$ cat src/rtl/p3d_pkg.sv
// Shared types and constants for the pseudo-3D sprite projection block.
// No dependencies; used by every module of the block.
package p3d_pkg;

    typedef struct packed {
        logic signed [15:0] object_x;
        logic        [23:0] object_depth;
        logic        [23:0] camera_depth;
    } in_t;

    typedef struct packed {
        logic               visible;
        logic signed [23:0] screen_x;
        logic        [15:0] screen_y;
        logic        [15:0] size_scale;
    } out_t;

    typedef enum logic [1:0] {
        CFG_SCREEN_WIDTH  = 2'd0,
        CFG_SCREEN_HEIGHT = 2'd1
    } cfg_idx_t;

    localparam int unsigned DEPTH_W    = 13;
    localparam int unsigned CORE_LAT   = 17;
    localparam logic [11:0] WIDTH_RST  = 12'd800;
    localparam logic [11:0] HEIGHT_RST = 12'd600;
    localparam logic signed [24:0] NEAR_LIMIT = 25'sd10;
    localparam logic signed [24:0] FAR_LIMIT  = 25'sd5000;
    localparam logic [18:0] SCALE_NUM  = 19'd409600;
    localparam logic [15:0] Y_SPAN_Q16 = 16'd22938;
    localparam logic [15:0] SCALE_MIN  = 16'd41;
    localparam logic [15:0] SCALE_MAX  = 16'd8192;
    localparam logic signed [24:0] X_MIN = -25'sd1600;

endpackage

$ cat src/rtl/p3d_sqrt.sv
// Pipelined digit-by-digit square root: largest s with 625*s*s <= d*2^29, one bit per stage.
// Depends on p3d_pkg. The pipeline advances only while en is high.
module p3d_sqrt (
    input  logic                         clk,
    input  logic                         en,
    input  logic [p3d_pkg::DEPTH_W-1:0]  depth,
    output logic [16:0]                  root
);

    logic [45:0] r_reg [0:16];
    logic [27:0] p_reg [0:16];
    logic [16:0] s_reg [0:16];

    for (genvar j = 0; j <= 16; j++)
    begin : g_stage
        localparam int K = 16 - j;
        logic [45:0] r_in;
        logic [27:0] p_in;
        logic [16:0] s_in;
        logic [45:0] cand;
        logic        take;
        if (j == 0)
        begin : g_first
            assign r_in = 46'(depth) << 29;
            assign p_in = '0;
            assign s_in = '0;
        end
        else
        begin : g_next
            assign r_in = r_reg[j-1];
            assign p_in = p_reg[j-1];
            assign s_in = s_reg[j-1];
        end
        // p tracks 625*s, so the trial term 625*(2*s*b + b*b) needs no multiplier.
        assign cand = (46'(p_in) << (K + 1)) + (46'd625 << (2 * K));
        assign take = cand <= r_in;
        always_ff @(posedge clk)
        begin
            if (en)
            begin
                r_reg[j] <= take ? (r_in - cand) : r_in;
                p_reg[j] <= take ? (p_in + (28'd625 << K)) : p_in;
                s_reg[j] <= take ? (s_in | (17'd1 << K)) : s_in;
            end
        end
    end

    assign root = s_reg[16];

endmodule

$ cat config.mk
export PLATFORM = sky130hd
export DESIGN_NAME = p3d_sqrt
export DESIGN_NICKNAME = d
export VERILOG_FILES = /design/src/rtl/p3d_pkg.sv /design/src/rtl/p3d_sqrt.sv
export SDC_FILE = /design/constraint.sdc
export NUM_CORES = 2
export LEC_CHECK = 0
export BUFFER_PORTS_ARGS = -buffer_cell sky130_fd_sc_hd__buf_2
export CELL_PAD_IN_SITES_DETAIL_PLACEMENT = 1
export CELL_PAD_IN_SITES_GLOBAL_PLACEMENT = 1
export CORE_MARGIN = 1.5
export CORE_UTILIZATION = 52
export DETAILED_ROUTE_END_ITERATION = 7
export PLACE_DENSITY_LB_ADDON = 0.1
export SLEW_MARGIN = 20
export SYNTH_ARGS = -nofsm -noshare
export SYNTH_HDL_FRONTEND = slang
export SYNTH_SLANG_ARGS = --single-unit
export TNS_END_PERCENT = 1
$ cat constraint.sdc
create_clock -name clk -period 5.4 [get_ports clk]
set_input_delay 1.08 -clock clk [delete_from_list [all_inputs] [get_ports clk]]
set_output_delay 1.08 -clock clk [all_outputs]
set_load 0.005 [all_outputs]
Word-level counts from Yosys, hierarchy flattened
Memories as Yosys holds them, arrays and structs flattened.
Cells that the tools add are included.
W data, S select, Z words.

word-level totals
  register bits after elaboration = 0
  memory bits (writable) = 1,547
  input port bits = 15
  output and inout bits = 17
  logic and storage cells = 122
  memories = 3

memories
  memory  words  bits a word  rd ports  clocked after Yosys merged registers in  write ports  RTL line        RTL
  r_reg   17     46           16        0                                        17           p3d_sqrt.sv:10  logic [45:0] r_reg [0:16];
  p_reg   17     28           16        0                                        17           p3d_sqrt.sv:11  logic [27:0] p_reg [0:16];
  s_reg   17     17           17        0                                        17           p3d_sqrt.sv:12  logic [16:0] s_reg [0:16];

operators by class
  $add $sub $neg = 49
  order comparisons = 17
  multiplexer cells = 53

operators by type and width
  operator          count
  $mux W46          17
  $mux W28          16
  $le A30 B46 Y1    1
  $le A31 B46 Y1    1
  $le A32 B46 Y1    1
  $le A33 B46 Y1    1
  $le A34 B46 Y1    1
  $le A35 B46 Y1    1
  $le A36 B46 Y1    1
  $le A37 B46 Y1    1
  $le A38 B46 Y1    1
  $le A39 B46 Y1    1
  $le A40 B46 Y1    1
  $le A41 B46 Y1    1
  $le A42 B46 Y1    1
  $le A43 B46 Y1    1
  $le A44 B46 Y1    1
  $le A45 B46 Y1    1
  $sub A46 B30 Y46  1
  $sub A46 B31 Y46  1
  $sub A46 B32 Y46  1
  $sub A46 B33 Y46  1
  $sub A46 B34 Y46  1
  $sub A46 B35 Y46  1
  62 further kinds  64

Longest topological paths before layout
An unclocked memory read counts as a cell.

  word-level depth = 4
  gate-level depth with buffers = 21
  gate-level depth less buffers = 20

Worst setup path after synthesis
No wires, ideal clock.

  path type = reg2reg
  start point = memory p_reg[11][8], in the netlist p_reg[0][316]
  end point = memory r_reg[12][43], in the netlist r_reg[0][595], data pin
  setup time = 0.258 ns
  arrival time = 3.945 ns
  data required time = 5.142 ns
  slack = 1.197 ns
  cell stages (with the launch flop) = 19
  path buffers = 1
  period minus slack after synthesis = 4.203 ns
  path through = edfxtp_1 inv_1 ha_1 a21boi_0 nor2_1 o21ai_0 nor2_1 nand3_1 or2_2 ha_1 clkbuf_1 nand2_1 o21ai_0 nor3_1 o221ai_1 nor2_1 or4_1 or4_1 xnor2_1

RTL lines
  what             RTL line
  start, declared  p3d_sqrt.sv:11
  end, declared    p3d_sqrt.sv:10

==> results.toml <==
[die]
fp.dieW_um = 325
start_util = 0.527
die_h_um = 325
num_rows = 117
ioPinCount = 32
fp.coreArea_mm2 = 0.102
die-area_mm2 = 0.106

[drt]
drtIter0Drc = 2514
viasPerCell = 5.94
wl_um = 144000
antenna_left = 0
vias = 39477
drt_first_pass_iters = 5
drc = 0
wl_per_cell_um = 21.6

[pwr]
pwr-share-comb = 0.418
powerDensity_mw_per_mm2 = 515
clock_power_share = 0.212
p_leak_uw = 0.0222
switchingPower_uw = 11700
sw_frac_of_total = 0.387
p_seq_frac = 0.370
internal_power_uw = 18500
max-vdd-ir-drop_mv = 0.327

[cells_and_area]
multi_input_area_mm2 = 0.0275
fillers = 11005
final-seq-area_mm2 = 0.0251
drive_gt1_frac = 0.0655
antenna_cells = 0
areaGrowthSynthToFinish_pct = 8.80
instances_no_fill = 6647
final_common_cell = "edfxtp_1"
nNetsFinal = 5596
largest_reg_flops = 452
layout_common_cells = "edfxtp_1 (837), nand2_1 (493), nor2_1 (461), xor2_1 (416), xnor2_1 (381)"
final_cell_area_mm2 = 0.0586

[synthesis]
ys_types = 103
synth_area_leader_cell = "edfxtp_1"
synth_cells = 5189
synth_area_mm2 = 0.0539
synth_seq_cells = 837
syn_nets = 5578
postSynth.asyncResetShare = 0
synth_top_cell_area_share = 0.466
syn_area_per_cell_um2 = 10.4
yosys-top-cells-area = "edfxtp_1 (47%), ha_1 (8.4%), xor2_1 (6.8%)"
synth_edf_count = 837
ys.flop_type = "edfxtp_1"
seq_area_frac_synth = 0.466
ys_warn_count = 0

[placed_design]
dpl-instance-area_mm2 = 0.0556
dp_slack_ns = 0.426
place_hpwl_um = 109000
place_congestion = 0.895
io_buffers = 31
placed_cells = 6480

[sta]
period_minus_slack_ns = 5.00
worst_slack_ns = 0.395
setup_viol = 0
fin_skew_ns = 0.0288
slew_viol_final = 0
max_freq_mhz = 200
hold_viol = 0
min_period_over_period = 0.927
fin_setup_tns_ns = 0
worst_pin_slew_ns = 1.01
rsz0062_at_grt = "no"
slew-limit-headroom = 0.324

[worst_hold_path]
hold_class = "reg2reg"
hold_start = "s_reg[0][135]"

[critical_path]
worst-path-buf-inv = 2
end_kind = "register"
startpoint = "p_reg[0][397]"
max_stage_delay_ns = 0.47
cp_max_fo = 49
critPathRequiredTime_ns = 5.83
r2r_start = "p_reg[0][397]"
worstSetupPathType = "reg2reg"
cp_top_family = "simple AND/OR/NAND/NOR gates"
worstPathArrival_ns = 5.43
critPathLaunchType = "register"
slowest_stage = "edfxtp_1"
crit_chain = "inv_1, ha_1, nand2_1, a21oi_1, o21ai_0, nor2_1, xnor2_1, ha_1, and3_1, and3_1, nand3_1, a31oi_2, a31oi_1, nor2_4, buf_12, nand2_1, nor2_1, xor2_1"

[clock_tree]
clk_latency_ns = 0.70
ctsHoldBuffers = 0
cts_buffer_depth = 3
cts_root_buffer = "clkbuf_16"
clkSinkCount = 837
clk_pin_slew_ns = 0.06
cts_tree = "done"
htreeDepth = 3
numCtsBuffers = 93

[global_route]
grt_pass1_vias = 41194
grt.overflow.total = 0
grt_max_degree = 102
grt_usage = 0.270
antenna_found_initial = 0
grt_pass1_wl_um = 230000

[run]
maxCapViolCount = 0

[run_status]
status = "complete, no violations"
[kinds of logic after synthesis]
| kind of cell | after synthesis | share of synthesized area |
|---|---|---|
| compound gates | 1151 | 0.134 |
| xor+xnor | 797 | 0.130 |
| fa+ha+maj | 374 | 0.0888 |
| buf+inv | 337 | 0.0250 |
| flops | 837 | 0.466 |
| mux | 62 | 0.0129 |
| simple gates | 1631 | 0.143 |
[what timing repair did]
action                                  in CTS  in global routing
setup buffers                                0                  0
endpoints found under the setup margin       0                  7
gates resized for setup                      0                  3
[power by group through the flow]
stage               Sequential, uW  Combinational, uW  Clock, uW
floorplan                    10400               9480          0
global placement             11200              12100          0
detailed placement           11300              12500          0
CTS                          11200              12600       6520
global route                 11300              14000       6730
finish                       11200              12600       6390
[routing by layer]
layer,GRT usage,up-vias,share of wire
li1,-,18956,-
met1,0.353,19650,0.44
met2,0.474,675,0.50
met3,0.0296,196,0.035
met4,0.0712,0,0.022
met5,0,-,0
[path summary, 6_finish.rpt]
| check | slack, ns | cells past startpoint | end |
|---|---|---|---|
| worst max-delay path | 0.40 | 18 | p_reg[0][437] |
| worst min-delay path | 0.41 | 0 | s_reg[0][152] |
| worst max register to register | 0.40 | 18 | p_reg[0][437] |
| worst min register to register | 0.41 | 0 | s_reg[0][152] |
[layout make-up]
class | count | share of cell area
tap | 1368 | 0.0292
timing repair buffer | 75 | 0.0108
clock buffer | 111 | 0.0408
sequential | 837 | 0.429
clock inverter | 56 | 0.0105
multi-input combinational | 4015 | 0.468
inverter | 185 | 0.0119
[synthesized netlist by cell type, drive strengths merged (30+ instances only)]
cell,n
nand4,71
ha,360
or3,33
o21a,45
nand2,493
nor3,117
a31oi,41
clkbuf,106
xor2,416
xnor2,381
nor2,468
nor4,40
o21ai,291
a21oi,365
nor2b,30
edfxtp,837
a211oi,42
a21o,136
inv,185
nand3,136
o21bai,37
nand2b,50
buf,46
and3,75
mux2,58
[stage by stage]
step                      utilization  hold slack, ns  power [uW]
after global routing            0.573           0.417       32100
after floorplan                     -           0.400       19800
after detailed placement        0.544           0.406       23700
after CTS                       0.573           0.415       30300
final                           0.573           0.410       30200
after global placement          0.544           0.400       23300
Note: power is estimated with default switching activity, not from simulation.
