### src/rtl/p3d_pkg.sv
// Shared types and constants for the pseudo-3D sprite projection block.
// No dependencies; used by every module of the block.
package p3d_pkg;

    typedef struct packed {
        logic signed [15:0] object_x;
        logic        [23:0] object_depth;
        logic        [23:0] camera_depth;
    } in_t;

    typedef struct packed {
        logic               visible;
        logic signed [23:0] screen_x;
        logic        [15:0] screen_y;
        logic        [15:0] size_scale;
    } out_t;

    typedef enum logic [1:0] {
        CFG_SCREEN_WIDTH  = 2'd0,
        CFG_SCREEN_HEIGHT = 2'd1
    } cfg_idx_t;

    localparam int unsigned DEPTH_W    = 13;
    localparam int unsigned CORE_LAT   = 17;
    localparam logic [11:0] WIDTH_RST  = 12'd800;
    localparam logic [11:0] HEIGHT_RST = 12'd600;
    localparam logic signed [24:0] NEAR_LIMIT = 25'sd10;
    localparam logic signed [24:0] FAR_LIMIT  = 25'sd5000;
    localparam logic [18:0] SCALE_NUM  = 19'd409600;
    localparam logic [15:0] Y_SPAN_Q16 = 16'd22938;
    localparam logic [15:0] SCALE_MIN  = 16'd41;
    localparam logic [15:0] SCALE_MAX  = 16'd8192;
    localparam logic signed [24:0] X_MIN = -25'sd1600;

endpackage

### src/rtl/p3d_div.sv
// Pipelined restoring divider: size_scale = (409600 + d/2) / d, one quotient bit per stage.
// Depends on p3d_pkg. The pipeline advances only while en is high.
module p3d_div (
    input  logic                         clk,
    input  logic                         en,
    input  logic [p3d_pkg::DEPTH_W-1:0]  depth,
    output logic [15:0]                  quotient
);

    logic [18:0]                 rem_reg [0:16];
    logic [p3d_pkg::DEPTH_W-1:0] dv_reg  [0:16];
    logic [15:0]                 q_reg   [0:16];

    always_ff @(posedge clk)
    begin
        if (en)
        begin
            rem_reg[0] <= p3d_pkg::SCALE_NUM + 19'(depth >> 1);
            dv_reg[0]  <= depth;
            q_reg[0]   <= '0;
        end
    end

    for (genvar j = 1; j <= 16; j++)
    begin : g_stage
        localparam int K = 16 - j;
        logic [28:0] dsh;
        logic [28:0] rem_w;
        logic        take;
        assign dsh   = 29'(dv_reg[j-1]) << K;
        assign rem_w = 29'(rem_reg[j-1]);
        assign take  = rem_w >= dsh;
        always_ff @(posedge clk)
        begin
            if (en)
            begin
                rem_reg[j] <= take ? 19'(rem_w - dsh) : rem_reg[j-1];
                dv_reg[j]  <= dv_reg[j-1];
                q_reg[j]   <= take ? (q_reg[j-1] | (16'd1 << K)) : q_reg[j-1];
            end
        end
    end

    assign quotient = q_reg[16];

endmodule

### config.mk
export PLATFORM = sky130hd
export DESIGN_NAME = p3d_div
export DESIGN_NICKNAME = d
export VERILOG_FILES = /design/src/rtl/p3d_pkg.sv /design/src/rtl/p3d_div.sv
export SDC_FILE = /design/constraint.sdc
export NUM_CORES = 1
export LEC_CHECK = 0
export ABC_AREA = 1
export BUFFER_PORTS_ARGS = -buffer_cell sky130_fd_sc_hd__buf_4
export CORE_UTILIZATION = 55
export CTS_CLUSTER_SIZE = 20
export DETAILED_ROUTE_END_ITERATION = 8
export GPL_ROUTABILITY_DRIVEN = 0
export PLACE_DENSITY = 0.82
export SKIP_CTS_REPAIR_TIMING = 1
export SYNTH_ARGS = -nofsm -noshare
export SYNTH_HDL_FRONTEND = slang
export SYNTH_SLANG_ARGS = --single-unit
### constraint.sdc
create_clock -name clk -period 2.75 [get_ports clk]
set_clock_uncertainty 0.1 [all_clocks]
set_input_delay 0.275 -clock clk [delete_from_list [all_inputs] [get_ports clk]]
set_output_delay 0.275 -clock clk [all_outputs]
set_load 0.01 [all_outputs]
==> After elaboration in Yosys (flattened, before gate mapping) <==
Memories as Yosys holds them, arrays and structs flattened.
Index checks and enable logic that the tools add are counted.
{ "classes": {"n_lt_le_gt_ge": 16, "add_sub_neg": 17, "n_mux": 34} }
{ "op_table": {"columns": ["operator", "n"], "rows": [
  ["$mux 19", 16],
  ["$sub 19x19->19", 10],
  ["$ge 19x28->1", 1],
  ["$ge 19x27->1", 1],
  ["$ge 19x26->1", 1],
  ["$ge 19x25->1", 1],
  ["$ge 19x24->1", 1],
  ["$ge 19x23->1", 1],
  ["$ge 19x22->1", 1],
  ["$ge 19x21->1", 1],
  ["$ge 19x20->1", 1],
  ["$add 18x13->19 const A", 1],
  ["$ge 19x13->1", 1],
  ["$ge 19x14->1", 1],
  ["$ge 19x15->1", 1],
  ["$ge 19x16->1", 1],
  ["$ge 19x17->1", 1],
  ["$ge 19x18->1", 1],
  ["$ge 19x19->1", 1],
  ["$sub 19x13->19", 1],
  ["$sub 19x14->19", 1],
  ["$sub 19x15->19", 1],
  ["$sub 19x16->19", 1],
  ["$sub 19x17->19", 1],
  ["17 further kinds", 19]
]} }
{ "totals": {"wordCells": 70, "reg_bits": 0, "n_memories": 3, "output_inout_bits": 16, "inputBits": 15, "ramBits": 816} }
{ "memory_table": {"columns": ["name", "depth", "word_bits", "read_ports", "rd_clocked_by_memory_dff", "wr", "line_no", "rtl"], "rows": [
  ["rem_reg", 17, 19, 16, 0, 17, "p3d_div.sv:10", "logic [18:0] rem_reg [0:16];"],
  ["q_reg", 17, 16, 17, 0, 17, "p3d_div.sv:12", "logic [15:0] q_reg [0:16];"],
  ["dv_reg", 17, 13, 16, 0, 17, "p3d_div.sv:11", "logic [p3d_pkg::DEPTH_W-1:0] dv_reg [0:16];"]
]} }

==> Depth between registers and ports, before layout <==
Gate-level depths: netlist (run 1).
An unclocked memory read counts as a cell.
{ "depth": {"ltp_word": 3, "mapped_depth": 14, "depth_no_buf": 14} }

==> Worst setup path before layout (run 1) <==
Ideal clock, no wire load.
{ "synth_timing": {"path_type": "register to register", "start": "memory dv_reg[0][130] (netlist bit)", "end": "memory rem_reg[11][16] (netlist: rem_reg[0][225]), data pin", "arrival_time_ps": 1852, "path_stages_with_launch": 14, "required_time_ps": 2397, "period_less_slack_ps": 2205, "n_path_buf": 1, "setup_ps": 253, "setup_slack_ps": 545, "cell_sequence": "edfxtp_1 > ha_1 > fa_1 > inv_1 > nand3_1 > nand2_2 > nand3_1 > nand2_2 > nand2_2 > nand3_4 > inv_4 > buf_12 > nand2_2 > nand2_1"} }
{ "synth_lines": {"columns": ["item", "line_no"], "rows": [
  ["from (decl)", "p3d_div.sv:11"],
  ["to (decl)", "p3d_div.sv:10"]
]} }

==> summary.txt, run 1 <==
reg2reg start = dv_reg[0][88]
Worst Tran Pin Value = 0.5420 ns
H-tree level count = 2
Final #Nets = 2959
post-synthesis simple-gate area fraction = 20.49%
syn_area_per_cell = 10.14 µm²
overall power = 23.98 mW
TritonCTS clock tree = yes
CTS buffer count = 52
Yosys top cell area share = 56.34%
Slew HR = 63.77%
Antenna diodes = 0
Post-Synthesis Cells = 2674
CTS clk-pin slew, worst paths = 0.06 ns
Post-Syn Nets = 2862
crit path launch type = register
Synth Flop Type = edfxtp_1
largest family of logic cells by synthesized area = simple AND/OR/NAND/NOR gates
Post-Synth Adder-Cell Area = 8.367%
Post-DP HPWL = 42740 µm
crit-path cells = inv_1, ha_1, fa_1, o21ai_0, nand2_1, nor2_1, nor2_1, nand2_1, nand2_1, nand2_1, nand2_1
crit path max fanout = 4
critical path arrival = 2.77 ns
Crit path largest cell delay = 0.44 ns
worst-case reg-to-reg path depth = 11
Row Count = 81
WP buf/inv = 1
leakage power figure = 13.29 nW
Initial Utilization = 55.65%
fin. max-slew vios = 0
Yosys warnings = 0
Clock Sinks = 509
cell taking the most area after synthesis = edfxtp_1
top cell family by delay on the critical path = adder cells
Setup-failing EPs final = 0
vias in the first global route = 19531
hold crit path type = primary input to register
largest net degree at the start of global routing = 94
Pwr Density = 795.1 nW/µm²
Port Buffers = 30
Worst path most repeated cell = nand2_1
most common cell in the netlist = nand2_1
Final ANT Viol Nets = 0
Mapped Area = 27130 µm²
RSZ-0062 raised after global routing = false
DP Cell Count = 3367
max reg flops = 208
Tmin final = 2.524 ns
share of cells above drive strength 1 = 8.754%
ys async rst share = 0%
post-synthesis sequential area ratio = 56.34%
xor/xnor share of the synthesized area = 2.809%
GRT overflow = 0
root buffer cell = clkbuf_16
DIE HEIGHT = 224.1 µm
Endpoint, Worst Hold = dv_reg[0][4]
Seq cells post-synth = 509
Worst setup EP type = register
EDFF count, synth = 509
Vias = 19754
fin util = 61.87%
run status = complete, no violations
largest cells by area after synthesis = edfxtp_1, nand2_1, ha_1, inv_1, nand4_1
R2R setup slack = 0.23 ns
Layout area overhead = 11.18%
TritonRoute pass-1 iters = 8
final WL = 58830 µm
min-delay src = depth[4]
WS Path Type = register to register
Compound-Gate Fraction of Synth Area = 5.562%
Distinct cells, synth = 55
CP max-delay cell = edfxtp_1
VDD IR max = 0.6144 mV
Max clock buf depth = 3
GRT Util Overall = 23.55%
# IOs = 31
clock latency on the worst-skew pair = 0.60 ns
vias per inst = 5.686
DRC = 0
setup_tns = 0 ns
die width = 224.1 µm
initial antenna violation count = 0
Avg WL per Cell = 16.93 µm
Max Clk Rate = 0.3962 GHz
post-synthesis mux area share = 0%
max cap viols = 0
drt initial violations = 1845
Period Utilization, post-route = 91.78%
die area = 50210 µm²
hold depth = 2
Crit path required time = 3.00 ns
endpoints failing hold = 0
core region area = 48750 µm²
r2r endpoint = rem_reg[0][148]
global-route wire length before repair = 94580 µm
final std cells w/o fill = 3474
most instantiated cells after synthesis = nand2_1, edfxtp_1, inv_1
## per-layer routing
| metal | track usage [%] | part of all wire (%) | vias up |
|---|---|---|---|
| met2 | 42.22 | 51 | 940 |
| li1 | - | - | 9283 |
| met1 | 26.69 | 37 | 9243 |
| met3 | 3.620 | 6.3 | 288 |
| met4 | 13.48 | 5.6 | 0 |
| met5 | 0 | 0 | - |
## area by class of cell
| type | count | area [µm²] |
|---|---|---|
| Clock buffer | 65 | 1371 |
| Clock inverter | 28 | 386.6 |
| Fill cell | 3661 | 18590 |
| Inverter | 400 | 1504 |
| Multi-Input combinational cell | 1741 | 10110 |
| Sequential cell | 509 | 15280 |
| Tap cell | 664 | 830.8 |
| Timing Repair Buffer | 67 | 670.6 |
## through the flow
stage / hold slack (ns) / cell area (µm²) / setup slack, ns
final: 0.3021 / 30160 / 0.2259
after global placement: 0.3003 / 28250 / 0.3594
after CTS: -0.2725 / 30010 / 0.2183
after detailed placement: 0.3045 / 28250 / 0.2698
after global routing: 0.2873 / 30160 / 0.005417
after floorplan: 0.2739 / 27130 / 0.5453
## worst max path at each step
stage / endpoint / startpoint / slack [ns] / depth (start not counted)
after global placement: rem_reg[0][250] / dv_reg[0][160] / 0.36 / 12
after detailed placement: rem_reg[0][262] / dv_reg[0][160] / 0.27 / 12
final: rem_reg[0][148] / dv_reg[0][88] / 0.23 / 11
after global routing: rem_reg[0][262] / dv_reg[0][160] / 0.005 / 12
after floorplan: rem_reg[0][225] / dv_reg[0][130] / 0.55 / 13
after CTS: rem_reg[0][163] / dv_reg[0][101] / 0.22 / 8
## logic make-up after synthesis
family                   Yosys count
AND/OR/NAND/NOR                 1221
flip-flops                       509
buffers and inverters            424
AO/OA/AOI/OAI                    260
XOR/XNOR                          87
adder cells (fa/ha/maj)          173
## cells in the final DEF (no fill, tap or decap), types with 5 or more instances in the layout
cell type      synthesis  final
nand3_2               17     17
fa_1                  14     14
nand4_1              108    108
clkinv_1               0      7
nand3_4                4      5
nor2_2                 6      6
o21ai_1               29     29
nor2_1               163    163
clkbuf_1               1     12
buf_12                 1     10
ha_1                 159    159
dlygate4sd3_1          0     14
o21bai_1              14     14
nor3_1                22     22
bufinv_16              0      9
a21o_1                12     12
inv_1                393    393
nand2_1              678    678
a21oi_1              115    115
o21ai_2                5      5
nand3b_1              12     12
edfxtp_1             509    509
xnor2_1               27     27
buf_4                  4     42
inv_2                  6      6
o21ai_0               58     58
nor4_1                 6      6
clkbuf_16              0     53
a21oi_2               14     14
nand3_1              130    129
and2_1                 9      9
xor2_1                60     60
nand2_2               42     42
## power by group
group,leakage (nW),switching [mW],internal [mW]
sequential,4.98,0.647,9.79
combinational,7.47,4.02,2.24
clock,0.844,2.90,4.38
Power figures use the tool's default switching activity.
==> run 2: changes to the inputs <==
Settings changed: ABC_AREA 1 to not set, CELL_PAD_IN_SITES_DETAIL_PLACEMENT set to 0, CELL_PAD_IN_SITES_GLOBAL_PLACEMENT set to 1, CORE_UTILIZATION 55 to 53, PLACE_DENSITY 0.82 to 0.91.
==> run 2 against run 1 <==
Net effect:
- die area shrank 5.2%
- clock-buffer cell count shrank 6
- non-clock buffer count grew 87
- sequential power is essentially flat
- largest cell class unchanged
- register-to-register slack lost 0.34 ns
- combinational power shrank 6.7%
- utilization grew 1.5 points
- global-route usage shrank 4.1 points
- the flow now finishes with violations (setup timing)
- sequential cell count is the same
- via count shrank 23%
==> summary.txt, run 2 <==
Setup-failing EPs final = 10 (+10)
VDD IR max = 0.5791 mV (-5.8%)
Clock Power Share = 30.7% (+0.3 points)
DIE HEIGHT = 218.2 µm (-2.6%)
global-route wire length before repair = 74220 µm (-22%)
max reg flops = 208 (unchanged)
fin util = 63.35% (+1.5 points)
share of cells above drive strength 1 = 18.79% (+10 points)
Pwr Density = 808.8 nW/µm² (+1.7%)
Reg power frac = 44.4% (+0.9 points)
root buffer cell = clkbuf_16
Synth Flop Type = edfxtp_1
Comb pwr share = 24.9% (-1.2 points)
Yosys top cell area share = 61.71% (+5.4 points)
Max Clk Rate = 0.3492 GHz (-12%)
crit path max fanout = 3 (-1)
worst hold slack = 0.03856 ns (-0.2635 ns)
commonest non-fill, non-tap cell in the layout = edfxtp_1
Worst Tran Pin Value = 0.9492 ns (+0.4072 ns)
endpoints failing hold = 0 (unchanged)
DP Cell Count = 2553 (-24%)
most instantiated cells after synthesis = edfxtp_1, inv_1, ha_1
Max clock buf depth = 3 (unchanged)
die area = 47600 µm² (-5.2%)
reg2reg start = dv_reg[0][79]
max cap viols = 0 (unchanged)
Row Count = 78 (-3.7%)
CP max-delay cell = edfxtp_1
Distinct cells, synth = 86 (+56%)
leakage power figure = 11.43 nW (-14%)
fin. max-slew vios = 0 (unchanged)
crit path launch type = register
final WL = 46750 µm (-21%)
DRC = 0 (unchanged)
Crit path required time = 2.99 ns (about the same)
cell taking the most area after synthesis = edfxtp_1
most common cell in the netlist = edfxtp_1
vias in the first global route = 15179 (-22%)
clock latency on the worst-skew pair = 0.60 ns (about the same)
Clock Sinks = 509 (unchanged)
post-synthesis sequential area ratio = 61.71% (+5.4 points)
Antenna diodes = 0 (unchanged)
Int Pwr = 16.85 mW (+2.6%)
FF/Latch Area = 15280 µm² (unchanged)
initial antenna violation count = 0 (unchanged)
# IOs = 31 (unchanged)
final std cells w/o fill = 2691 (-23%)
Crit path largest cell delay = 0.42 ns (-0.02 ns)
min-delay src = en
Initial Utilization = 54.11% (-1.5 points)
vias per inst = 5.616 (-1.2%)
syn_area_per_cell = 13.32 µm² (+31%)
critical path arrival = 3.10 ns (+0.33 ns)
Final #Nets = 2236 (-24%)
Port Buffers = 30 (unchanged)
Tmin final = 2.864 ns (+0.3397 ns)
violated checks = setup timing
GRT Util Overall = 19.50% (-4.1 points)
dpl ws = -0.2075 ns (-0.4774 ns)
Post-Synthesis Cells = 1860 (-30%)
Post-Syn Nets = 2048 (-28%)
WS Path Type = register to register
Layout area overhead = 17.08%
TritonCTS clock tree = yes
DP Area = 26380 µm² (-6.6%)
Worst setup EP type = register
largest net degree at the start of global routing = 89 (-5.3%)
Slew HR = 36.14% (-28 points)
hold crit path type = primary input to register
filler cell count = 3245 (-11%)
EDFF count, synth = 509 (unchanged)
RSZ-0062 raised after global routing = true
run status = finished, violations left
crit-path cells = inv_2, ha_4, nor2b_4, o31a_1, o21ai_2, nand2b_1, a221oi_2, a21o_1, buf_4, mux2_4
Mapped Area = 24770 µm² (-8.7%)
core region area = 45770 µm² (-6.1%)
Period Utilization, post-route = 104.1% (+12 points)
Post-DP HPWL = 32290 µm (-24%)
TritonRoute pass-1 iters = 5 (-3)
CTS buffer count = 52 (unchanged)
Critical Path Start = dv_reg[0][79]
H-tree level count = 2 (unchanged)
sw frac = 28.16% (-3.4 points)
Final ANT Viol Nets = 0 (unchanged)
Seq cells post-synth = 509 (unchanged)
Yosys warnings = 0 (unchanged)
overall power = 23.45 mW (-2.2%)
die width = 218.2 µm (-2.6%)
setup_tns = -0.6733 ns (-0.6733 ns)
GRT overflow = 0 (unchanged)
commonest cells after routing, fill and taps aside = edfxtp_1, inv_1, ha_1
drt initial violations = 1089 (-41%)
Avg WL per Cell = 17.37 µm (+2.6%)
Multi-input gate area = 9131 µm² (-9.7%)
CTS clk-pin slew, worst paths = 0.06 ns (about the same)
sw power = 6.604 mW (-13%)
PnR worst setup slack = -0.1138 ns (-0.3397 ns)
ys async rst share = 0% (unchanged)
fin area = 29000 µm² (-3.9%)
largest cells by area after synthesis = edfxtp_1, ha_1, inv_1, mux2_2, xnor2_1
Vias = 15114 (-23%)
## run 2: cell families after synthesis
logic type / count (synthesis) / synth area share (%)
DFF: 509 / 61.71
adders and majority gates: 173 / 9.164
and+or+nand+nor: 395 / 8.209
AOI/OAI and AO/OA: 387 / 10.14
muxes: 76 / 3.486
xor gates and xnor gates: 111 / 3.956
buffers and inverters: 209 / 3.334
## run 2: routing by layer
layer	vias up	part of all wire [%]	global-route usage, %
met3	123	4.6	3.452
met4	0	3.2	7.249
met2	373	50	33.93
li1	7326	-	-
met5	-	0	0
met1	7292	42	24.23
## run 2: power by group through the flow
stage               Combinational, mW  Clock [mW]  Sequential (mW)
floorplan                        3.97           0             10.3
global placement                 5.14           0             10.5
detailed placement               5.33           0             10.5
CTS                              5.39        7.34             10.4
global route                     6.47        7.63             10.5
finish                           5.84        7.21             10.4
## run 2: worst max-delay path: cells and delay by family, from the launching register on
family / cells / cell delay, ns
AO/OA/AOI/OAI: 4 / 1.06
flip-flops: 1 / 0.42
AND/OR/NAND/NOR: 2 / 0.25
multiplexers: 1 / 0.32
adder cells (fa/ha/maj): 1 / 0.21
buffers and inverters: 2 / 0.26
## run 2: final cells by class
| cell class | count | share of cell area (%) |
|---|---|---|
| Tap cell | 600 | 2.589 |
| Multi-Input combinational cell | 1144 | 31.49 |
| Clock inverter | 38 | 1.420 |
| Timing Repair Buffer | 154 | 4.720 |
| Sequential cell | 509 | 52.71 |
| Inverter | 187 | 2.421 |
| Clock buffer | 59 | 4.651 |
## run 2: final timing paths
kind | endpoint | slack [ns] | depth (start not counted)
setup / recovery | rem_reg[0][151] | -0.11 | 10
hold / removal | q_reg[12][9] | 0.04 | 1
setup reg to reg | rem_reg[0][151] | -0.11 | 10
hold reg to reg | q_reg[16][3] | 0.31 | 0
